### src/rtl/pcs_pkg.sv
package pcs_pkg;

  localparam int COORD_BITS = 24;
  localparam int D_W        = COORD_BITS + 1;      // coordinate difference
  localparam int SEG_W      = COORD_BITS + 2;      // segment length
  localparam int RAD_W      = 2 * SEG_W;           // square root radicand
  localparam int REM_W      = SEG_W + 2;           // square root remainder
  localparam int CNT_W      = $clog2(SEG_W);
  localparam int COS_W      = 18;
  localparam int LEN_W      = 32;
  localparam int TOT_W      = 40;
  localparam int KEPT_W     = 16;
  localparam int MUL_W      = SEG_W;
  localparam int DOT_SHIFT  = 16;
  localparam int ACC_W      = 2 * COORD_BITS + 22; // dot*2^16 - cos*La*Lb
  localparam int ADDR_W     = 3;
  localparam int DATA_W     = 32;

  localparam logic [ADDR_W-1:0] ADDR_MIN_LENGTH = 3'd0;
  localparam logic [ADDR_W-1:0] ADDR_COS_LIMIT  = 3'd4;

  localparam logic [LEN_W-1:0] MIN_LENGTH_RST = 32'd1024;
  localparam logic [COS_W-1:0] COS_LIMIT_RST  = 18'd52;

  localparam logic [1:0] SPLIT_NONE = 2'd0;
  localparam logic [1:0] SPLIT_KEEP = 2'd1;
  localparam logic [1:0] SPLIT_DROP = 2'd2;

  typedef struct packed {
    logic signed [COORD_BITS-1:0] pos_x;
    logic signed [COORD_BITS-1:0] pos_y;
    logic                         end_of_path;
  } in_item_t;

  typedef struct packed {
    logic [1:0]        split_code;
    logic [TOT_W-1:0]  closed_length;
    logic [KEPT_W-1:0] kept_count;
    logic              is_final;
  } out_item_t;

  typedef struct packed {
    logic start;
    logic clr;
  } mac_cmd_t;

  typedef enum logic [3:0] {
    S_IDLE,
    S_SQX,
    S_SQY,
    S_SQRT,
    S_TOTAL,
    S_CS,
    S_RHS,
    S_DX,
    S_DY,
    S_FIN
  } state_t;

  function automatic logic [D_W-1:0] mag_d(logic signed [D_W-1:0] v);
    return v[D_W-1] ? D_W'(-v) : D_W'(v);
  endfunction

  function automatic logic [COS_W-1:0] mag_c(logic signed [COS_W-1:0] v);
    return v[COS_W-1] ? COS_W'(-v) : COS_W'(v);
  endfunction

endpackage

### src/rtl/pcs_mac.sv
module pcs_mac (
  input  logic                           clk,
  input  logic                           rst_n,
  input  pcs_pkg::mac_cmd_t              cmd,
  input  logic signed [pcs_pkg::ACC_W-1:0] mcand_in,
  input  logic [pcs_pkg::MUL_W-1:0]      mult_in,
  output logic                           busy,
  output logic signed [pcs_pkg::ACC_W-1:0] acc
);
  import pcs_pkg::*;

  logic signed [ACC_W-1:0] mcand_r;
  logic signed [ACC_W-1:0] acc_r;
  logic [MUL_W-1:0]        mult_r;

  // One multiplier bit is consumed per cycle; the run ends once no set bits remain.
  always_ff @(posedge clk) begin
    if (!rst_n) begin
      mult_r <= '0;
    end else if (cmd.start) begin
      mult_r <= mult_in;
    end else if (mult_r != '0) begin
      mult_r <= mult_r >> 1;
    end
  end

  always_ff @(posedge clk) begin
    if (cmd.start) begin
      mcand_r <= mcand_in;
      if (cmd.clr) begin
        acc_r <= '0;
      end
    end else if (mult_r != '0) begin
      mcand_r <= mcand_r <<< 1;
      if (mult_r[0]) begin
        acc_r <= acc_r + mcand_r;
      end
    end
  end

  assign busy = (mult_r != '0);
  assign acc  = acc_r;

endmodule

### src/rtl/path_cusp_segmenter.sv
// From the accepting edge to out_valid: the first point of a path goes straight to S_FIN, and
// the second runs S_SQX and S_SQY (squares of |dx| and |dy|), S_SQRT and S_TOTAL.
// From the third point on, S_CS, S_RHS, S_DX and S_DY follow if both segment lengths are nonzero;
// each serial multiply runs until its multiplier is zero. A point waits in S_FIN while the
// output is held. Throughput: one point at a time, the next taken in the cycle after the result
// is registered. Synchronous active-low reset clears the path state, FSM, config and out_valid.
module path_cusp_segmenter (
  input  logic                          clk,
  input  logic                          rst_n,
  input  logic                          in_valid,
  output logic                          in_ready,
  input  pcs_pkg::in_item_t             in_data,
  output logic                          out_valid,
  input  logic                          out_ready,
  output pcs_pkg::out_item_t            out_data,
  input  logic                          psel,
  input  logic                          penable,
  input  logic                          pwrite,
  input  logic [pcs_pkg::ADDR_W-1:0]    paddr,
  input  logic [pcs_pkg::DATA_W-1:0]    pwdata,
  output logic [pcs_pkg::DATA_W-1:0]    prdata,
  output logic                          pready
);
  import pcs_pkg::*;

  state_t state_r, state_nxt;

  logic [LEN_W-1:0]               min_len_r;
  logic signed [COS_W-1:0]        cos_r;

  logic signed [COORD_BITS-1:0]   x_r, y_r;
  logic                           fin_r;
  logic signed [D_W-1:0]          ax_r, ay_r, bx_r, by_r;
  logic signed [COORD_BITS-1:0]   prev_x_r, prev_y_r, older_x_r, older_y_r;
  logic [SEG_W-1:0]               prev_len_r;
  logic [1:0]                     ps_r;
  logic [TOT_W-1:0]               total_r;
  logic [KEPT_W-1:0]              kept_r;

  logic [RAD_W-1:0]               rad_r;
  logic [REM_W-1:0]               rem_r;
  logic [SEG_W-1:0]               root_r;
  logic [CNT_W-1:0]               cnt_r;
  logic                           chk_r;

  logic                           out_valid_r;
  out_item_t                      out_data_r;

  mac_cmd_t                       mac_cmd;
  logic signed [ACC_W-1:0]        mac_mcand;
  logic [MUL_W-1:0]               mac_mult;
  logic                           mac_busy;
  logic signed [ACC_W-1:0]        mac_acc;

  logic                           accept;
  logic                           out_free;
  logic                           cfg_wr;

  logic [REM_W+1:0]               rem_sh;
  logic [REM_W+1:0]               trial;
  logic                           ge;
  logic [TOT_W:0]                 tot_sum;

  logic                           split;
  logic                           keep;
  logic [KEPT_W-1:0]              kept_new;
  logic [KEPT_W-1:0]              kept_out;
  logic [TOT_W-1:0]               closed;
  logic [1:0]                     code;

  logic signed [ACC_W-1:0]        ax_ext, ay_ext;
  logic signed [D_W-1:0]          ax_in;

  pcs_mac u_mac (
    .clk      (clk),
    .rst_n    (rst_n),
    .cmd      (mac_cmd),
    .mcand_in (mac_mcand),
    .mult_in  (mac_mult),
    .busy     (mac_busy),
    .acc      (mac_acc)
  );

  assign accept   = in_valid && in_ready;
  assign out_free = !out_valid_r || out_ready;
  assign in_ready = (state_r == S_IDLE);
  assign cfg_wr   = psel && penable && pwrite;
  assign pready   = 1'b1;

  always_comb begin
    case (paddr)
      ADDR_MIN_LENGTH: prdata = min_len_r;
      ADDR_COS_LIMIT:  prdata = {{(DATA_W-COS_W){cos_r[COS_W-1]}}, cos_r};
      default:         prdata = '0;
    endcase
  end

  always_ff @(posedge clk) begin
    if (!rst_n) begin
      min_len_r <= MIN_LENGTH_RST;
      cos_r     <= COS_LIMIT_RST;
    end else if (cfg_wr) begin
      if (paddr == ADDR_MIN_LENGTH) begin
        min_len_r <= pwdata[LEN_W-1:0];
      end else if (paddr == ADDR_COS_LIMIT) begin
        cos_r <= pwdata[COS_W-1:0];
      end
    end
  end

  // Next state.
  always_comb begin
    state_nxt = state_r;
    case (state_r)
      S_IDLE: begin
        if (in_valid) begin
          state_nxt = (ps_r == 2'd0) ? S_FIN : S_SQX;
        end
      end
      S_SQX:   if (!mac_busy) state_nxt = S_SQY;
      S_SQY:   if (!mac_busy) state_nxt = S_SQRT;
      S_SQRT:  if (cnt_r == CNT_W'(SEG_W - 1)) state_nxt = S_TOTAL;
      S_TOTAL: begin
        if (ps_r == 2'd2 && root_r != '0 && prev_len_r != '0) begin
          state_nxt = S_CS;
        end else begin
          state_nxt = S_FIN;
        end
      end
      S_CS:    if (!mac_busy) state_nxt = S_RHS;
      S_RHS:   if (!mac_busy) state_nxt = S_DX;
      S_DX:    if (!mac_busy) state_nxt = S_DY;
      S_DY:    if (!mac_busy) state_nxt = S_FIN;
      S_FIN:   if (out_free) state_nxt = S_IDLE;
      default: state_nxt = S_IDLE;
    endcase
  end

  always_ff @(posedge clk) begin
    if (!rst_n) begin
      state_r <= S_IDLE;
    end else begin
      state_r <= state_nxt;
    end
  end

  assign ax_ext = {{(ACC_W-D_W){ax_r[D_W-1]}}, ax_r};
  assign ay_ext = {{(ACC_W-D_W){ay_r[D_W-1]}}, ay_r};

  // The first multiply starts on the accepting edge, so it takes dx straight from the input beat.
  assign ax_in = D_W'(in_data.pos_x) - D_W'(prev_x_r);

  // A multiplication is launched on entry to each of the MAC states.
  always_comb begin
    mac_cmd.start = 1'b0;
    mac_cmd.clr   = 1'b0;
    mac_mcand     = '0;
    mac_mult      = '0;
    if (state_nxt != state_r) begin
      case (state_nxt)
        S_SQX: begin
          mac_cmd.start = 1'b1;
          mac_cmd.clr   = 1'b1;
          mac_mcand     = ACC_W'(mag_d(ax_in));
          mac_mult      = MUL_W'(mag_d(ax_in));
        end
        S_SQY: begin
          mac_cmd.start = 1'b1;
          mac_mcand     = ACC_W'(mag_d(ay_r));
          mac_mult      = MUL_W'(mag_d(ay_r));
        end
        S_CS: begin
          mac_cmd.start = 1'b1;
          mac_cmd.clr   = 1'b1;
          mac_mcand     = ACC_W'(root_r);
          mac_mult      = MUL_W'(mag_c(cos_r));
        end
        S_RHS: begin
          // The accumulator ends up holding dot*2^16 minus cos_limit*La*Lb.
          mac_cmd.start = 1'b1;
          mac_cmd.clr   = 1'b1;
          mac_mcand     = cos_r[COS_W-1] ? mac_acc : -mac_acc;
          mac_mult      = prev_len_r;
        end
        S_DX: begin
          mac_cmd.start = 1'b1;
          mac_mcand     = bx_r[D_W-1] ? -(ax_ext <<< DOT_SHIFT) : (ax_ext <<< DOT_SHIFT);
          mac_mult      = MUL_W'(mag_d(bx_r));
        end
        S_DY: begin
          mac_cmd.start = 1'b1;
          mac_mcand     = by_r[D_W-1] ? -(ay_ext <<< DOT_SHIFT) : (ay_ext <<< DOT_SHIFT);
          mac_mult      = MUL_W'(mag_d(by_r));
        end
        default: begin
          mac_cmd.start = 1'b0;
        end
      endcase
    end
  end

  // Square root: two radicand bits per cycle, one root bit per cycle.
  assign rem_sh = {rem_r, rad_r[RAD_W-1 -: 2]};
  assign trial  = (REM_W+2)'({root_r, 2'b01});
  assign ge     = (rem_sh >= trial);

  assign tot_sum = {1'b0, total_r} + (TOT_W+1)'(root_r);

  assign split    = chk_r && mac_acc[ACC_W-1];
  assign keep     = (total_r > TOT_W'(min_len_r));
  assign kept_new = (split && keep && kept_r != '1) ? kept_r + 1'b1 : kept_r;
  assign kept_out = (fin_r && kept_new != '1) ? kept_new + 1'b1 : kept_new;
  assign code     = !split ? SPLIT_NONE : (keep ? SPLIT_KEEP : SPLIT_DROP);

  always_comb begin
    if (fin_r) begin
      closed = split ? '0 : total_r;
    end else begin
      closed = split ? total_r : '0;
    end
  end

  always_ff @(posedge clk) begin
    if (accept) begin
      x_r    <= in_data.pos_x;
      y_r    <= in_data.pos_y;
      fin_r  <= in_data.end_of_path;
      ax_r   <= ax_in;
      ay_r   <= D_W'(in_data.pos_y) - D_W'(prev_y_r);
      bx_r   <= D_W'(prev_x_r) - D_W'(older_x_r);
      by_r   <= D_W'(prev_y_r) - D_W'(older_y_r);
    end
    if (state_r == S_SQY && !mac_busy) begin
      rad_r <= mac_acc[RAD_W-1:0];
      rem_r <= '0;
      cnt_r <= '0;
    end else if (state_r == S_SQRT) begin
      rad_r <= rad_r << 2;
      rem_r <= ge ? REM_W'(rem_sh - trial) : REM_W'(rem_sh);
      cnt_r <= cnt_r + 1'b1;
    end
  end

  always_ff @(posedge clk) begin
    if (!rst_n) begin
      root_r <= '0;
      chk_r  <= 1'b0;
    end else if (accept) begin
      root_r <= '0;
      chk_r  <= 1'b0;
    end else if (state_r == S_SQRT) begin
      root_r <= {root_r[SEG_W-2:0], ge};
    end else if (state_r == S_TOTAL && state_nxt == S_CS) begin
      chk_r <= 1'b1;
    end
  end

  always_ff @(posedge clk) begin
    if (!rst_n) begin
      prev_x_r   <= '0;
      prev_y_r   <= '0;
      older_x_r  <= '0;
      older_y_r  <= '0;
      prev_len_r <= '0;
      ps_r       <= '0;
      total_r    <= '0;
      kept_r     <= '0;
    end else if (state_r == S_TOTAL && ps_r == 2'd2) begin
      total_r <= tot_sum[TOT_W] ? '1 : tot_sum[TOT_W-1:0];
    end else if (state_r == S_FIN && out_free) begin
      if (fin_r) begin
        prev_x_r   <= '0;
        prev_y_r   <= '0;
        older_x_r  <= '0;
        older_y_r  <= '0;
        prev_len_r <= '0;
        ps_r       <= '0;
        total_r    <= '0;
        kept_r     <= '0;
      end else begin
        older_x_r  <= prev_x_r;
        older_y_r  <= prev_y_r;
        prev_x_r   <= x_r;
        prev_y_r   <= y_r;
        prev_len_r <= root_r;
        if (ps_r != 2'd2) begin
          ps_r <= ps_r + 1'b1;
        end
        if (split) begin
          total_r <= '0;
        end
        kept_r <= kept_new;
      end
    end
  end

  always_ff @(posedge clk) begin
    if (!rst_n) begin
      out_valid_r <= 1'b0;
    end else if (state_r == S_FIN && out_free) begin
      out_valid_r <= 1'b1;
    end else if (out_ready) begin
      out_valid_r <= 1'b0;
    end
  end

  always_ff @(posedge clk) begin
    if (state_r == S_FIN && out_free) begin
      out_data_r.split_code    <= code;
      out_data_r.closed_length <= closed;
      out_data_r.kept_count    <= kept_out;
      out_data_r.is_final      <= fin_r;
    end
  end

  assign out_valid = out_valid_r;
  assign out_data  = out_data_r;

  a_mac_idle: assert property (@(posedge clk) disable iff (!rst_n)
    (state_r == S_IDLE || state_r == S_FIN) |-> !mac_busy)
    else $error("serial MAC still running outside a multiply state");

  a_final_clears: assert property (@(posedge clk) disable iff (!rst_n)
    (state_r == S_FIN && out_free && fin_r) |=> (ps_r == 2'd0 && total_r == '0 && kept_r == '0))
    else $error("path state not cleared after the final point");

  a_kept_nonzero: assert property (@(posedge clk) disable iff (!rst_n)
    (out_valid_r && out_data_r.split_code == SPLIT_KEEP && !out_data_r.is_final)
      |-> out_data_r.closed_length != '0)
    else $error("kept subpath reported with zero length");

  a_code_legal: assert property (@(posedge clk) disable iff (!rst_n)
    out_valid_r |-> (out_data_r.split_code == SPLIT_NONE || out_data_r.split_code == SPLIT_KEEP
                     || out_data_r.split_code == SPLIT_DROP))
    else $error("undefined split code on a result beat");

endmodule
### config.mk
export PLATFORM = sky130hd
export DESIGN_NAME = path_cusp_segmenter
export DESIGN_NICKNAME = d
export VERILOG_FILES = /design/src/rtl/pcs_pkg.sv /design/src/rtl/pcs_mac.sv /design/src/rtl/path_cusp_segmenter.sv
export SDC_FILE = /design/constraint.sdc
export NUM_CORES = 2
export LEC_CHECK = 0
export BUFFER_PORTS_ARGS = -buffer_cell sky130_fd_sc_hd__clkbuf_2
export CAP_MARGIN = 15
export CORE_MARGIN = 2
export CORE_UTILIZATION = 33
export CTS_CLUSTER_DIAMETER = 150
export DETAILED_ROUTE_END_ITERATION = 16
export GPL_TIMING_DRIVEN = 0
export SYNTH_ARGS = -nofsm -noshare
export SYNTH_HDL_FRONTEND = slang
export SYNTH_SLANG_ARGS = --single-unit
### constraint.sdc
create_clock -name clk -period 11.5 [get_ports clk]
set_clock_uncertainty 0.2 [all_clocks]
set_input_delay 0.575 -clock clk [delete_from_list [all_inputs] [get_ports clk]]
set_output_delay 0.575 -clock clk [all_outputs]
set_load 0.01 [all_outputs]
# Word level (Yosys, flattened, before mapping)
# Index checks and enable logic that the tools add are counted.
[word_totals]
mem_bits_rw = 0
romBits = 0
memories = 0
reg_bits = 721
in_bits = 91
latch_bits = 0
out_inout_bits = 94
[classes]
reduce_logical = 37
n_bitwise = 4
muxes = 59
order_cmp = 2
multipliers = 0
div = 0
n_eq_ne = 23
n_addsub = 19
shift = 0
[ops]
columns = ["cell", "n"]
rows = [
  ["$mux 70", 10],
  ["$pmux 70 s6", 1],
  ["$mux 40", 7],
  ["$pmux 26 s6", 1],
  ["$neg 41->70", 2],
  ["$mux 26", 4],
  ["$mux 52", 2],
  ["$mux 25", 4],
  ["$neg 25->25", 4],
  ["$sub 24x24->25", 4],
  ["$mux 24", 4],
  ["$reduce_bool 26->1", 3],
  ["$add 70x70->70", 1],
  ["$neg 70->70", 1],
  ["$pmux 32 s2", 1],
  ["$mux 16", 3],
  ["$mux 4", 11],
  ["$add 40x26->41", 1],
  ["$gt 40x32->1", 1],
  ["$pmux 4 s10", 1],
  ["$add 16x1->16 const B", 2],
  ["$ne 16x16->1 const B", 2],
  ["$ge 30x28->1", 1],
  ["$eq 4x3->1 const B", 7],
  ["other kinds (29)", 66],
]

# Depth between registers and ports, before layout
[depth]
word_depth = 11
depth_mapped = 21
ltp_nobuf = 18

# Modules after synthesis
# From an unflattened synthesis, not the netlist that was laid out.
[unflattened]
cells_unflattened = 5421
area_unflattened_um2 = 47474.3
[modules_own_cells]
columns = ["mod", "area_per_inst_um2", "seq_area_each_um2", "n_inst", "cells_per_inst"]
rows = [
  ["path_cusp_segmenter", 36662.7, 13713.2, 1, 4397],
  ["pcs_mac", 10811.6, 4724.5, 1, 1024],
]

# Least setup slack after synthesis
# No wires, ideal clock.
[synth_path]
path_type = "register to register"
start = "reg state_r[0]"
end = "reg u_mac.acc_r[0], in the netlist u_mac.acc[0], enable pin"
stages_incl_launch_ff = 14
path_buffers = 4
setup_ps = 540
t_arrival_ps = 9679
required_ps = 10760
path_slack_ps = 1081
path_cell_list = "dfxtp_1 clkbuf_1 nor4_1 and2_1 nand2_1 nand3_1 a21oi_1 nand3b_1 o221a_2 clkbuf_1 clkbuf_1 clkbuf_1 nor2_1 a31oi_1"
[synth_between]
elab_chain_len = 8
[synth_lines]
columns = ["element", "line", "text"]
rows = [
  ["start: declaration", "path_cusp_segmenter.sv:26", "state_t state_r, state_nxt;"],
  ["start signal: assignment", "path_cusp_segmenter.sv:143", "state_r <= state_nxt;"],
  ["$logic_not 4->1 *", "--", ""],
  ["named net in_ready", "path_cusp_segmenter.sv:11", "output logic in_ready,"],
  ["$pmux 4 s10 *", "path_cusp_segmenter.sv:114", "case (state_r)"],
  ["$eq 4x3->1, or another cell as far along", "path_cusp_segmenter.sv:160", "case (state_nxt)"],
  ["$reduce_or 6->1 (no source line) or $reduce_or 3->1 (tied branches)", "--", ""],
  ["$mux 1", "path_cusp_segmenter.sv:160", ""],
  ["$mux 2 *", "path_cusp_segmenter.sv:159", "if (state_nxt != state_r) begin"],
  ["$ne 2x2->1 (no source line) or $reduce_bool 2->1 (tied branches)", "--", ""],
  ["$reduce_and 3->1 (no source line) *", "--", ""],
  ["end signal: assignment", "pcs_mac.sv:36", "acc_r <= acc_r + mcand_r;"],
  ["end: declaration", "pcs_mac.sv:13", "logic signed [ACC_W-1:0] acc_r;"],
]
# The timed path passes the listed nets; every way through them passes the cells marked *.
# A chain may end at the register's enable or synchronous reset.

# Worst setup path in the final report
[layout_path]
start = "reg u_mac.mult_r[25]"
end = "reg u_mac.acc_r[54], in the netlist u_mac.acc[54], enable pin"
[layout_between]
elab_chain_len = 9
[layout_lines]
columns = ["element", "line", "text"]
rows = [
  ["start: declaration", "pcs_mac.sv:14", "logic [MUL_W-1:0] mult_r;"],
  ["start signal: assignment", "pcs_mac.sv:21", "mult_r <= mult_in;"],
  ["start signal: assignment", "pcs_mac.sv:23", "mult_r <= mult_r >> 1;"],
  ["$reduce_bool 26->1 *", "pcs_mac.sv:33, pcs_mac.sv:41", ""],
  ["$mux 4, or another cell as far along", "path_cusp_segmenter.sv:133", "S_DY: if (!mac_busy) state_nxt = S_FIN;"],
  ["$pmux 4 s10", "path_cusp_segmenter.sv:114", ""],
  ["$eq 4x3->1, or another cell as far along", "path_cusp_segmenter.sv:160", ""],
  ["$reduce_or 6->1 (no source line) or $reduce_or 3->1 (tied branches)", "--", ""],
  ["$mux 1", "path_cusp_segmenter.sv:160", ""],
  ["$mux 2", "path_cusp_segmenter.sv:159", ""],
  ["$ne 2x2->1 (no source line) or $reduce_bool 2->1 (tied branches)", "--", ""],
  ["$reduce_and 3->1 (no source line) *", "--", ""],
]
# Mark *: on every way between the ends. The rest lies on a longest branch, timed or not.

==> metrics.csv <==
stage,metric,value,unit
placed_design,numPortBuffers,183,
yosys,post-synth-top-count-cell,nand2_1,
die,start_util,0.332,
timing,min_period_over_period,0.564,
clock_tree,h-tree-depth,3,
global_routing,antenna_found_initial,3,
critical_path,cpMostUsedCell,clkbuf_1,
timing,rsz0062_at_grt,false,
critical_path,worstPathMaxFanout,24,
critical_path,cp.required,11760,ps
yosys,synth-seq-cells,721,
route,vias_per_cell,5.45,
critical_path,worstSetupStartpointType,flop,
die,die_height,375,um
power_and_ir_drop,vdd_ir_drop_max,0.121,mV
die,io_pins,185,
timing,hold_viol,0,
yosys,synth_top_area_frac,0.264,
route,vias,39884,
die,rows,136,
global_routing,track_usage,0.217,
timing,slew_viol_final,0,
cells_and_area,post-route-util,0.384,
power_and_ir_drop,leakage,19.4,nW
yosys,syn_inst,5087,
clock_tree,clkLatencyLatePin,710,ps
clock_tree,clkTransAtPathRegs,70,ps
global_routing,grt_pass1_wl,234000,um
yosys,synth_top_area_cell,edfxtp_1,
yosys,synth_edf_count,400,
yosys,synth_ff_type,edfxtp_1,
placed_design,preCtsSetupSlack,5120,ps
clock_tree,cts_resized,0,
global_routing,grt_pass1_vias,38019,
critical_path,critPathKind,flop to flop,
clock_tree,root_buffer,clkbuf_16,
yosys,synthTopCellsByCount,"nand2_1, a21oi_1, edfxtp_1",
cells_and_area,drive_above_1_share,0.0819,
power_and_ir_drop,p_per_area,204,nW/um^2
die,die_area,141000,um^2
placed_design,dp_hpwl,122000,um
critical_path,regToRegSetupSlack,5020,ps
yosys,yosysSeqAreaShare,0.406,
min_path,min-delay-path-class,primary input to flop,
critical_path,slowest_delay,810,ps
timing,fin_crit,6480,ps
clock_tree,clk_path_buf_depth,3,
placed_design,gp_congestion,0.984,
critical_path,end_kind,flop,
critical_path,path_cells,nor4_1 > nand4_1 > nor2_1 > nand2_1 > o21ai_0 > o21ai_0 > a211oi_1 > a21oi_1 > a21boi_0 > o221a_2 > clkbuf_1 > clkbuf_1 > clkbuf_1 > a31oi_4 > buf_12 > buf_12 > buf_16,
die,coreArea,137000,um^2
route,drt_iter0_drc,4326,
yosys,syn_nets,5449,
route,routedWlPerCell,21.4,um
yosys,syn_area,45400,um^2
critical_path,critPathSlowestCell,clkbuf_1,
die,fp.dieW,375,um
clock_tree,cts_made_buffers,84,
yosys,syn_area_per_cell,8.93,um^2
timing,clock.fmax,154,MHz
cells_and_area,num-fill-cells,13793,
route,remaining_drc_errors,0,
cells_and_area,fin_area,52700,um^2
timing,worst_slack,5020,ps
status,outcome,completed,
timing,tightestPinTransition,1350,ps
timing,relSlewSlack,0.101,
route,dr.pass1.iters,12,
power_and_ir_drop,power.total,10.8,mW
global_routing,gr-total-overflow,0,
critical_path,arrival,6740,ps
timing,finalSetupViolCount,0,
global_routing,grt_max_degree,67,
yosys,synth_cell_type_count,87,
yosys,yosysWarnings,0,
cells_and_area,fin_nets,5812,
cells_and_area,synthToLayoutAreaGrowth,15.9,%
clock_tree,cts_tree,done,
yosys,async_flop_share,0,
route,ant_nets,0,
yosys,yosys-top-cells-area,"edfxtp_1, dfxtp_1, ha_1",
run,drv_cap,0,
placed_design,placed_area,48900,um^2
clock_tree,clock-sinks,721,
route,routed_wl,157000,um
[layer usage]
metal / share of wire / routed length [um] / up-vias / GRT usage
met5: 0.00013 / 20 / - / 0
met1: 0.44 / 68100 / 19078 / 0.290
met2: 0.44 / 69300 / 1477 / 0.341
li1: - / - / 19021 / -
met3: 0.073 / 11400 / 306 / 0.0341
met4: 0.049 / 7730 / 2 / 0.104
[flip-flops by register name, summed over array words and instances, names as in the netlist, 5 cells and up]
name           cells
older_y_r         24
u_mac.acc         70
x_r               24
prev_len_r        26
u_mac.mult_r      26
kept_r            16
ay_r              25
older_x_r         24
rem_r             28
out_data          59
bx_r              25
prev_x_r          24
u_mac.mcand_r     70
by_r              25
cos_r             18
cnt_r              5
total_r           40
prev_y_r          24
rad_r             52
root_r            26
y_r               24
ax_r              25
min_len_r         32
[cells in the final DEF, fill, tap and decap left out, drive strengths merged, types with 48 or more instances in the layout]
master / n
a21o: 109
nor3: 159
a21boi: 74
nor3b: 61
nor2: 361
xnor2: 269
dfxtp: 321
xor2: 154
dlygate4sd3: 81
ha: 265
nor4: 48
o21ai: 255
mux2: 52
nor2b: 215
nand3: 67
inv: 276
nand2: 551
clkbuf: 518
or3: 52
a21oi: 482
edfxtp: 400
[cell families (layout without fill, tap and decap cells)]
family | after synthesis | count (layout) | share of synthesized area
xor+xnor | 423 | 423 | 0.0815
other cells | 1 | 3 | 0.0000825
fa+ha+maj | 271 | 271 | 0.0756
buf+inv | 516 | 951 | 0.0429
mux | 74 | 74 | 0.0177
simple gates | 1754 | 1754 | 0.190
compound gates | 1327 | 1327 | 0.186
flops | 721 | 721 | 0.406
[critical path, delay by kind of cell, from the launching register on]
kind                   cells  cell delay (ps)
buffers and inverters      6             2570
flip-flops                 1              310
AO/OA/AOI/OAI              7             1830
AND/OR/NAND/NOR            4             1280
[where the power goes]
| group | internal [mW] | total (mW) | switching (mW) |
|---|---|---|---|
| logic | 1.64 | 4.08 | 2.44 |
| registers | 3.32 | 3.78 | 0.454 |
| clock network | 1.71 | 2.90 | 1.19 |
[path summary, 6_finish.rpt]
kind                                 startpoint                     endpoint  depth (start not counted)
setup reg to reg  u_mac.mult_r[25]$_SDFFE_PN0P_  u_mac.acc[54]$_SDFFCE_PN0P_                         17
hold / removal                        out_ready       out_valid$_SDFFE_PN0P_                          3
hold reg to reg                 fin_r$_DFFE_PP_        out_data[0]$_DFFE_PP_                          0
setup / recovery  u_mac.mult_r[25]$_SDFFE_PN0P_  u_mac.acc[54]$_SDFFCE_PN0P_                         17
[cell type report]
class / instances / area, um^2 / area share
clock inverters: 49 / 681 / 0.0129
well taps: 1794 / 2240 / 0.0426
repair buffers: 277 / 1970 / 0.0374
flip-flops and latches: 721 / 18400 / 0.350
plain buffers: 243 / 925 / 0.0176
inverters: 273 / 1030 / 0.0195
diodes: 2 / 5.00 / 0.0000950
multi-input cells: 3850 / 25100 / 0.476
clock buffers: 109 / 2290 / 0.0434
[stage by stage]
step                      instances  hold WS, ps  TNS, ps
after floorplan                5087          224        0
after global placement         7064          232  -559430
after detailed placement       7077          233        0
after CTS                      7316          127        0
after global routing           7317          210        0
final                          7318          193        0
[what timing repair did]
item	4_1_cts	5_1_grt
hold endpoints to repair	97	0
hold buffers	81	0
setup buffers	0	0
(Power assumes the default switching activity.)
